File: config.mk
export PLATFORM = sky130hd
export DESIGN_NAME = crc_framed_packet_receiver_core
export DESIGN_NICKNAME = d
export VERILOG_FILES = /design/src/rtl/cfpr_pkg.sv /design/src/rtl/cfpr_parser.sv /design/src/rtl/cfpr_skid.sv /design/src/rtl/crc_framed_packet_receiver_core.sv
export SDC_FILE = /design/constraint.sdc
export NUM_CORES = 1
export LEC_CHECK = 0
export ABC_AREA = 1
export BUFFER_PORTS_ARGS = -buffer_cell sky130_fd_sc_hd__buf_2
export CAP_MARGIN = 10
export CELL_PAD_IN_SITES_DETAIL_PLACEMENT = 1
export CELL_PAD_IN_SITES_GLOBAL_PLACEMENT = 2
export CORE_ASPECT_RATIO = 0.7
export CORE_MARGIN = 5
export CORE_UTILIZATION = 37
export DETAILED_ROUTE_END_ITERATION = 8
export GPL_TIMING_DRIVEN = 1
export HOLD_SLACK_MARGIN = 0.15
export PLACE_DENSITY = 0.85
export SLEW_MARGIN = 25
export SYNTH_ARGS = -nofsm -noshare
export SYNTH_HDL_FRONTEND = slang
export SYNTH_SLANG_ARGS = --single-unit
File: constraint.sdc
create_clock -name clk_i -period 5.2 [get_ports clk_i]
set_clock_uncertainty 0.15 [all_clocks]
set_input_delay 0.78 -clock clk_i [delete_from_list [all_inputs] [get_ports clk_i]]
set_output_delay 0.78 -clock clk_i [all_outputs]
set_load 0.005 [all_outputs]
File: src/rtl/cfpr_pkg.sv
// ----------------------------------------------------------------------------
// cfpr_pkg: shared types and constants of the framed packet receiver
// Header bytes, parser phase codes, event codes, the result record and the
// byte-wide CRC-16 (poly 0x1021, MSB first) update.
// ----------------------------------------------------------------------------
`default_nettype none

package cfpr_pkg;

  // frame sync bytes
  localparam logic [7:0] HdrFirst  = 8'h10;
  localparam logic [7:0] HdrSecond = 8'h23;
  localparam logic [15:0] CrcPoly  = 16'h1021;

  // configuration register indexes
  localparam logic [1:0] CfgAckType     = 2'd0;
  localparam logic [1:0] CfgDeliverType = 2'd1;
  localparam logic [1:0] CfgCrcInit     = 2'd2;

  // reset values of the configuration registers
  localparam logic [7:0]  AckTypeRst     = 8'd0;
  localparam logic [7:0]  DeliverTypeRst = 8'd1;
  localparam logic [15:0] CrcInitRst     = 16'd0;

  // parser phases
  localparam logic [3:0] PhHunt1 = 4'd0;
  localparam logic [3:0] PhHunt2 = 4'd1;
  localparam logic [3:0] PhSeq   = 4'd2;
  localparam logic [3:0] PhKind  = 4'd3;
  localparam logic [3:0] PhCmd   = 4'd4;
  localparam logic [3:0] PhLen   = 4'd5;
  localparam logic [3:0] PhData  = 4'd6;
  localparam logic [3:0] PhTrl1  = 4'd7;
  localparam logic [3:0] PhTrl2  = 4'd8;

  // result event codes
  typedef enum logic [2:0] {
    EvNone    = 3'd0,
    EvPayload = 3'd1,
    EvGood    = 3'd2,
    EvBadCrc  = 3'd3,
    EvTimeout = 3'd4
  } event_e;

  // configuration register set
  typedef struct packed {
    logic [7:0]  ack_type_code;
    logic [7:0]  deliver_type_code;
    logic [15:0] crc_init_value;
  } cfg_t;

  // one result item
  typedef struct packed {
    event_e      event_kind;
    logic [7:0]  payload_byte;
    logic [7:0]  payload_index;
    logic [7:0]  frame_seq;
    logic [7:0]  frame_kind;
    logic [7:0]  frame_command;
    logic [7:0]  frame_length;
    logic        send_ack;
    logic        deliver;
    logic        reply_seen;
  } res_t;

  // CRC-16 update by one byte, MSB first
  function automatic logic [15:0] crc16_feed(input logic [15:0] crc, input logic [7:0] b);
    logic [15:0] c;
    c = crc ^ {b, 8'h00};
    for (int i = 0; i < 8; i++) begin
      if (c[15]) begin
        c = {c[14:0], 1'b0} ^ CrcPoly;
      end else begin
        c = {c[14:0], 1'b0};
      end
    end
    return c;
  endfunction

endpackage

`default_nettype wire

File: src/rtl/cfpr_parser.sv
// ----------------------------------------------------------------------------
// cfpr_parser: frame parser and CRC check
// Steps the frame state by one byte or timeout per accepted item and forms
// the matching result in the same cycle.
// ----------------------------------------------------------------------------
`default_nettype none

module cfpr_parser (
  input  wire                clk_i,
  input  wire                rst_ni,
  input  wire                step_i,      // item accepted this cycle
  input  wire                func_i,      // 1: receive timeout
  input  wire  [7:0]         rx_byte_i,
  input  wire                awaiting_i,
  input  cfpr_pkg::cfg_t     cfg_i,
  output cfpr_pkg::res_t     res_o        // valid when step_i is high
);
  import cfpr_pkg::*;

  logic [3:0]  phase_q,   phase_d;
  logic [7:0]  seq_q,     seq_d;
  logic [7:0]  kind_q,    kind_d;
  logic [7:0]  cmd_q,     cmd_d;
  logic [7:0]  len_q,     len_d;
  logic [7:0]  count_q,   count_d;
  logic [15:0] crc_q,     crc_d;
  logic [7:0]  trl_hi_q,  trl_hi_d;

  logic [7:0]  count_inc;
  logic [15:0] trailer;

  assign count_inc = count_q + 8'd1;
  assign trailer   = {trl_hi_q, rx_byte_i};

  // next state and result
  always_comb begin
    phase_d  = phase_q;
    seq_d    = seq_q;
    kind_d   = kind_q;
    cmd_d    = cmd_q;
    len_d    = len_q;
    count_d  = count_q;
    crc_d    = crc_q;
    trl_hi_d = trl_hi_q;

    res_o = '0;
    res_o.event_kind = EvNone;

    if (func_i) begin
      // timeout: abort and clear the frame
      if (phase_q != PhHunt1) begin
        res_o.event_kind = EvTimeout;
      end
      phase_d  = PhHunt1;
      seq_d    = '0;
      kind_d   = '0;
      cmd_d    = '0;
      len_d    = '0;
      count_d  = '0;
      trl_hi_d = '0;
    end else begin
      unique case (phase_q)
        PhHunt2: begin
          if (rx_byte_i == HdrSecond) begin
            count_d = '0;
            crc_d   = cfg_i.crc_init_value;
            phase_d = PhSeq;
          end
        end
        PhSeq: begin
          seq_d   = rx_byte_i;
          phase_d = PhKind;
        end
        PhKind: begin
          kind_d  = rx_byte_i;
          phase_d = PhCmd;
        end
        PhCmd: begin
          cmd_d   = rx_byte_i;
          phase_d = PhLen;
        end
        PhLen: begin
          len_d   = rx_byte_i;
          phase_d = (rx_byte_i != 8'd0) ? PhData : PhTrl1;
        end
        PhData: begin
          res_o.event_kind    = EvPayload;
          res_o.payload_byte  = rx_byte_i;
          res_o.payload_index = count_q;
          crc_d   = crc16_feed(crc_q, rx_byte_i);
          count_d = count_inc;
          if (count_inc == len_q) begin
            phase_d = PhTrl1;
          end
        end
        PhTrl1: begin
          trl_hi_d = rx_byte_i;
          phase_d  = PhTrl2;
        end
        PhTrl2: begin
          if (trailer == crc_q) begin
            res_o.event_kind = EvGood;
            res_o.send_ack   = (kind_q != cfg_i.ack_type_code);
            res_o.reply_seen = awaiting_i;
            res_o.deliver    = !awaiting_i && (kind_q == cfg_i.deliver_type_code);
          end else begin
            res_o.event_kind = EvBadCrc;
          end
          phase_d = PhHunt1;
        end
        default: begin
          // first header hunt
          phase_d = (rx_byte_i == HdrFirst) ? PhHunt2 : PhHunt1;
        end
      endcase
    end

    // header registers as they stand after this item
    res_o.frame_seq     = seq_d;
    res_o.frame_kind    = kind_d;
    res_o.frame_command = cmd_d;
    res_o.frame_length  = len_d;
  end

  // frame state
  always_ff @(posedge clk_i or negedge rst_ni) begin
    if (!rst_ni) begin
      phase_q  <= PhHunt1;
      seq_q    <= '0;
      kind_q   <= '0;
      cmd_q    <= '0;
      len_q    <= '0;
      count_q  <= '0;
      crc_q    <= CrcInitRst;
      trl_hi_q <= '0;
    end else if (step_i) begin
      phase_q  <= phase_d;
      seq_q    <= seq_d;
      kind_q   <= kind_d;
      cmd_q    <= cmd_d;
      len_q    <= len_d;
      count_q  <= count_d;
      crc_q    <= crc_d;
      trl_hi_q <= trl_hi_d;
    end
  end

endmodule

`default_nettype wire

File: src/rtl/cfpr_skid.sv
// ----------------------------------------------------------------------------
// cfpr_skid: two-entry output buffer
// Output register plus a skid register, so the input ready depends only on
// local state and a result can be pushed while the previous one waits.
// ----------------------------------------------------------------------------
`default_nettype none

module cfpr_skid (
  input  wire                clk_i,
  input  wire                rst_ni,
  input  wire                push_i,
  input  cfpr_pkg::res_t     push_res_i,
  output logic               ready_o,     // room for one more item
  output logic               valid_o,
  input  wire                pop_ready_i,
  output cfpr_pkg::res_t     res_o
);
  import cfpr_pkg::*;

  logic out_valid_q;
  logic skid_valid_q;
  res_t out_q;
  res_t skid_q;
  logic pop;

  assign ready_o = !skid_valid_q;
  assign valid_o = out_valid_q;
  assign res_o   = out_q;
  assign pop     = out_valid_q && pop_ready_i;

  // control
  always_ff @(posedge clk_i or negedge rst_ni) begin
    if (!rst_ni) begin
      out_valid_q  <= 1'b0;
      skid_valid_q <= 1'b0;
    end else begin
      if (pop) begin
        if (skid_valid_q) begin
          skid_valid_q <= 1'b0;
        end else begin
          out_valid_q <= push_i;
        end
      end else if (push_i) begin
        if (out_valid_q) begin
          skid_valid_q <= 1'b1;
        end else begin
          out_valid_q <= 1'b1;
        end
      end
    end
  end

  // payload
  always_ff @(posedge clk_i) begin
    if (pop) begin
      if (skid_valid_q) begin
        out_q <= skid_q;
      end else if (push_i) begin
        out_q <= push_res_i;
      end
    end else if (push_i) begin
      if (out_valid_q) begin
        skid_q <= push_res_i;
      end else begin
        out_q <= push_res_i;
      end
    end
  end

endmodule

`default_nettype wire

File: src/rtl/crc_framed_packet_receiver_core.sv
// A result is registered in the output buffer before it reaches the master side.
// Throughput: one item per cycle while the skid register is free; next state and
// the CRC update are combinational, and a two-entry output buffer absorbs stalls.
// Reset (rst_ni low, asynchronous): parser to first header hunt, frame registers
// and CRC cleared, configuration back to its defaults, output buffer empty.
// ----------------------------------------------------------------------------
// crc_framed_packet_receiver_core: framed packet receiver top level
// Hunts for the 0x10 0x23 header, latches the frame header, streams payload
// bytes out and checks the CRC-16 trailer of each frame.
// ----------------------------------------------------------------------------
`default_nettype none

module crc_framed_packet_receiver_core (
  input  wire         clk_i,
  input  wire         rst_ni,
  // configuration write channel
  input  wire         cfg_valid_i,
  output logic        cfg_ready_o,
  input  wire  [1:0]  cfg_index_i,
  input  wire  [15:0] cfg_data_i,
  // input items
  input  wire         s_axis_tvalid,
  output logic        s_axis_tready,
  input  wire  [15:0] s_axis_tdata,   // [7:0] rx_byte, [8] awaiting_reply, rest zero
  input  wire  [0:0]  s_axis_tuser,   // [0] func
  // result items
  output logic        m_axis_tvalid,
  input  wire         m_axis_tready,
  output logic [55:0] m_axis_tdata,   // [7:0] payload_byte, [15:8] payload_index,
                                      // [23:16] frame_seq, [31:24] frame_kind,
                                      // [39:32] frame_command, [47:40] frame_length,
                                      // [48] send_ack, [49] deliver, [50] reply_seen
  output logic [2:0]  m_axis_tuser    // [2:0] event_kind
);
  import cfpr_pkg::*;

  cfg_t cfg_q;
  res_t step_res;
  res_t out_res;
  logic step;

  // configuration registers, always writable
  assign cfg_ready_o = 1'b1;

  always_ff @(posedge clk_i or negedge rst_ni) begin
    if (!rst_ni) begin
      cfg_q.ack_type_code     <= AckTypeRst;
      cfg_q.deliver_type_code <= DeliverTypeRst;
      cfg_q.crc_init_value    <= CrcInitRst;
    end else if (cfg_valid_i) begin
      unique case (cfg_index_i)
        CfgAckType:     cfg_q.ack_type_code     <= cfg_data_i[7:0];
        CfgDeliverType: cfg_q.deliver_type_code <= cfg_data_i[7:0];
        CfgCrcInit:     cfg_q.crc_init_value    <= cfg_data_i;
        default:        ;
      endcase
    end
  end

  assign step = s_axis_tvalid && s_axis_tready;

  cfpr_parser u_parser (
    .clk_i      (clk_i),
    .rst_ni     (rst_ni),
    .step_i     (step),
    .func_i     (s_axis_tuser[0]),
    .rx_byte_i  (s_axis_tdata[7:0]),
    .awaiting_i (s_axis_tdata[8]),
    .cfg_i      (cfg_q),
    .res_o      (step_res)
  );

  cfpr_skid u_skid (
    .clk_i       (clk_i),
    .rst_ni      (rst_ni),
    .push_i      (step),
    .push_res_i  (step_res),
    .ready_o     (s_axis_tready),
    .valid_o     (m_axis_tvalid),
    .pop_ready_i (m_axis_tready),
    .res_o       (out_res)
  );

  // pack the result item
  assign m_axis_tuser = out_res.event_kind;
  assign m_axis_tdata = {5'd0,
                         out_res.reply_seen,
                         out_res.deliver,
                         out_res.send_ack,
                         out_res.frame_length,
                         out_res.frame_command,
                         out_res.frame_kind,
                         out_res.frame_seq,
                         out_res.payload_index,
                         out_res.payload_byte};

endmodule

`default_nettype wire
==> flow_summary.json <==
{
  "status": "completed",
  "power.share.sequential_pct": 49.0,
  "gr-usage-met2_pct": 25.97,
  "post_cts_buffers": 0,
  "p_sw_share_pct": 27.72,
  "ys_ff_latch": 210,
  "hold_violations": 0,
  "rsz0062_at_grt": "no",
  "busiest_layer": "met1",
  "layout_common_cells": "279 x nand2_1, 109 x o21ai_0, 108 x edfxtp_1, 101 x nor2_1, 101 x dfrtp_1",
  "setup_tns_ns": 0,
  "htreeDepth": 1,
  "die_x_um": 203.6,
  "finish.instance_area_um2": 11130,
  "drive_gt1_share_pct": 15.46,
  "grt_pass1_wl_um": 43000,
  "yosys-top-cells-area": "edfxtp_1 33%, dfrtp_1 26%, nand2_1 11%",
  "drt_iter0_drc": 445,
  "antennaDiodeCount": 0,
  "hpwlAfterDp_um": 18220,
  "grt_pass1_vias": 7513,
  "power_leakage_uw": 0.004724,
  "drt_pre_antenna_iters": 5,
  "crit_chain": "inv_1 -> nand2_1 -> nor2_4 -> o211ai_2 -> inv_2 -> nand2_1 -> o22ai_1",
  "core-area_um2": 25750,
  "path_common_cell": "nand2_1",
  "hold_slack_ns": 0.2632,
  "die_h_um": 145.5,
  "dieArea_um2": 29630,
  "clock_latency_ns": 0.52,
  "peakVddDrop_mv": 0.1882,
  "placed_area_um2": 10430,
  "powerDensity_nw_per_um2": 386.6,
  "final_max_slew_viol_count": 0,
  "synth-xor-area-share_pct": 4.408,
  "crit_slowest_cell": "inv_2",
  "via_per_inst": 5.032,
  "post-route-period-util_pct": 55.20,
  "cts_buffer_depth": 3,
  "worstPathArrival_ns": 3.13,
  "place_congestion": 0.8313,
  "vias": 7362,
  "cpPeakStageDelay_ns": 0.51,
  "grt_max_degree": 80,
  "clk_pin_slew_ns": 0.07,
  "worstMarginPinSlew_ns": 0.9877,
  "synth_cell_types": 36,
  "final_cells": 1463,
  "min_period_ns": 2.870,
  "p_int_uw": 3110,
  "wl_um": 26650,
  "antenna_found_initial": 2,
  "setup_viol": 0,
  "numCtsBuffers": 23,
  "ctsResizeCount": 0,
  "relSlewSlack_pct": 34.15,
  "fmax_mhz": 348.4,
  "yosysTopAreaCell": "edfxtp_1",
  "combPwrFrac_pct": 15.1,
  "synth_mux_area_share_pct": 0.4640,
  "syn-cell-area_um2": 9708,
  "pwr-share-clk_pct": 35.9,
  "critPathMaxFanout": 23,
  "rows": 49,
  "synth_warnings": 0,
  "pin_count": 102,
  "postSynthAreaPerCell_um2": 9.344,
  "hold_buffers": 0,
  "required_ns": 5.46,
  "start_util_pct": 37.70,
  "synth-adder-area-share_pct": 0.1289,
  "synth_compound_area_share_pct": 7.694,
  "use_met1_pct": 28.66,
  "crit_type": "reg -> reg",
  "ant_nets": 0,
  "seq_area_frac_synth_pct": 59.71,
  "tritoncts": "done",
  "endpoint_kind": "register",
  "synth_top_flop_cell": "edfxtp_1",
  "synthCells": 1039,
  "grt.total_usage_pct": 17.91,
  "place_inst": 1421,
  "synthSimpleGateAreaFrac_pct": 21.54,
  "clock_sinks": 210,
  "cts_root_buf": "clkbuf_16",
  "nets": 1156,
  "gr-total-overflow": 0,
  "avgRoutedWirePerCell_um": 18.21,
  "timing.max_cap.violations": 0,
  "port_buffers": 88,
  "drc": 0,
  "area_delta_synth_final_pct": 14.65,
  "switching_power_uw": 1193,
  "synth_edf_count": 108,
  "final_common_cell": "nand2_1",
  "synth_top_family_by_area": "simple AND/OR/NAND/NOR gates",
  "synth_top_cell_area_share_pct": 33.41,
  "cp-start-kind": "register",
  "async_reset_ff_share_pct": 48.57,
  "use_met3_pct": 2.829,
  "hold_class": "in -> async"
}
[sequential cells by signal, indices dropped and copies added, names as in the netlist]
name / flops
u_parser.phase_q: 4
u_parser.len_q: 8
u_skid.skid_q: 54
u_skid.skid_valid_q: 1
u_parser.count_q: 8
u_parser.trl_hi_q: 8
u_skid.valid_o: 1
u_parser.cmd_q: 8
u_skid.res_o: 54
u_parser.kind_q: 8
u_parser.crc_q: 16
u_parser.seq_q: 8
cfg_q: 32
[power by group through the flow]
stage	sequential, µW	combinational, µW	clock [µW]
finish	2110	651	1540
floorplan	2150	348	0
global placement	2130	644	0
global route	2130	727	1660
detailed placement	2140	666	0
CTS	2110	669	1590
[Yosys cell counts (2+ instances only)]
master	n
nand2_1	280
o21ai_0	109
edfxtp_1	108
nor2_1	103
dfrtp_1	101
inv_1	84
nand3_1	36
nor3_1	31
xnor2_1	25
clkbuf_1	22
xor2_1	22
a21oi_1	14
buf_2	14
nand4_1	11
nor2_2	11
a31oi_1	9
buf_4	8
nor3_2	8
inv_2	7
nor2_4	5
o22ai_1	5
mux2_2	4
buf_1	3
nor4_1	3
or2_2	3
conb_1	2
o211ai_1	2
[cell families after synthesis]
kind of cell | Yosys count
AND/OR/NAND/NOR | 492
flip-flops | 210
AO/OA/AOI/OAI | 142
buffers and inverters | 140
XOR/XNOR | 48
multiplexers | 4
other | 2
adder cells (fa/ha/maj) | 1
[layout make-up]
| class | count | area (µm²) |
|---|---|---|
| Fill cell | 3009 | 14620 |
| Sequential cell | 210 | 5797 |
| Multi-Input combinational cell | 693 | 3379 |
| Clock buffer | 29 | 608.1 |
| Timing Repair Buffer | 95 | 495.5 |
| Tap cell | 331 | 414.1 |
| Inverter | 92 | 345.3 |
| Clock inverter | 13 | 91.34 |
[worst paths after layout]
path,cells past startpoint,from,end,slack (ns)
setup / recovery,7,u_parser.phase_q[0]$_DFFE_PN0P_,u_parser.count_q[7]$_DFFE_PN0P_,2.33
hold / removal,1,rst_ni,cfg_q[27]$_DFFE_PN0P_,0.26
setup reg to reg,7,u_parser.phase_q[0]$_DFFE_PN0P_,u_parser.count_q[7]$_DFFE_PN0P_,2.33
hold reg to reg,2,u_parser.phase_q[2]$_DFFE_PN0P_,u_parser.phase_q[2]$_DFFE_PN0P_,0.32
max in group asynchronous,2,rst_ni,u_parser.phase_q[3]$_DFFE_PN0P_,3.56
min in group clk_i,2,u_parser.phase_q[2]$_DFFE_PN0P_,u_parser.phase_q[2]$_DFFE_PN0P_,0.32
[routing by layer]
layer  vias to the layer above  part of all wire (%)
met5                         -                 0.075
met4                         4                   1.4
met3                        32                   5.2
met2                       164                    41
met1                      3623                    52
li1                       3539                     -
[worst max-delay path, delay by kind of cell (launching register included)]
| family | cells | cell delay [ns] |
|---|---|---|
| AOI/OAI and AO/OA | 2 | 0.61 |
| buffers and inverters | 2 | 0.67 |
| DFF | 1 | 0.42 |
| and+or+nand+nor | 3 | 0.90 |
[through the flow]
step	setup slack, ns	util [%]	power, µW
6_report	2.330	43.23	4303
5_1_grt	2.124	43.23	4524
4_1_cts	2.337	43.21	4370
3_5_place_dp	1.981	40.49	2811
3_3_place_gp	2.092	40.49	2778
2_1_floorplan	0.5135	-	2503
No activity file was read; power rests on OpenSTA's default activity.
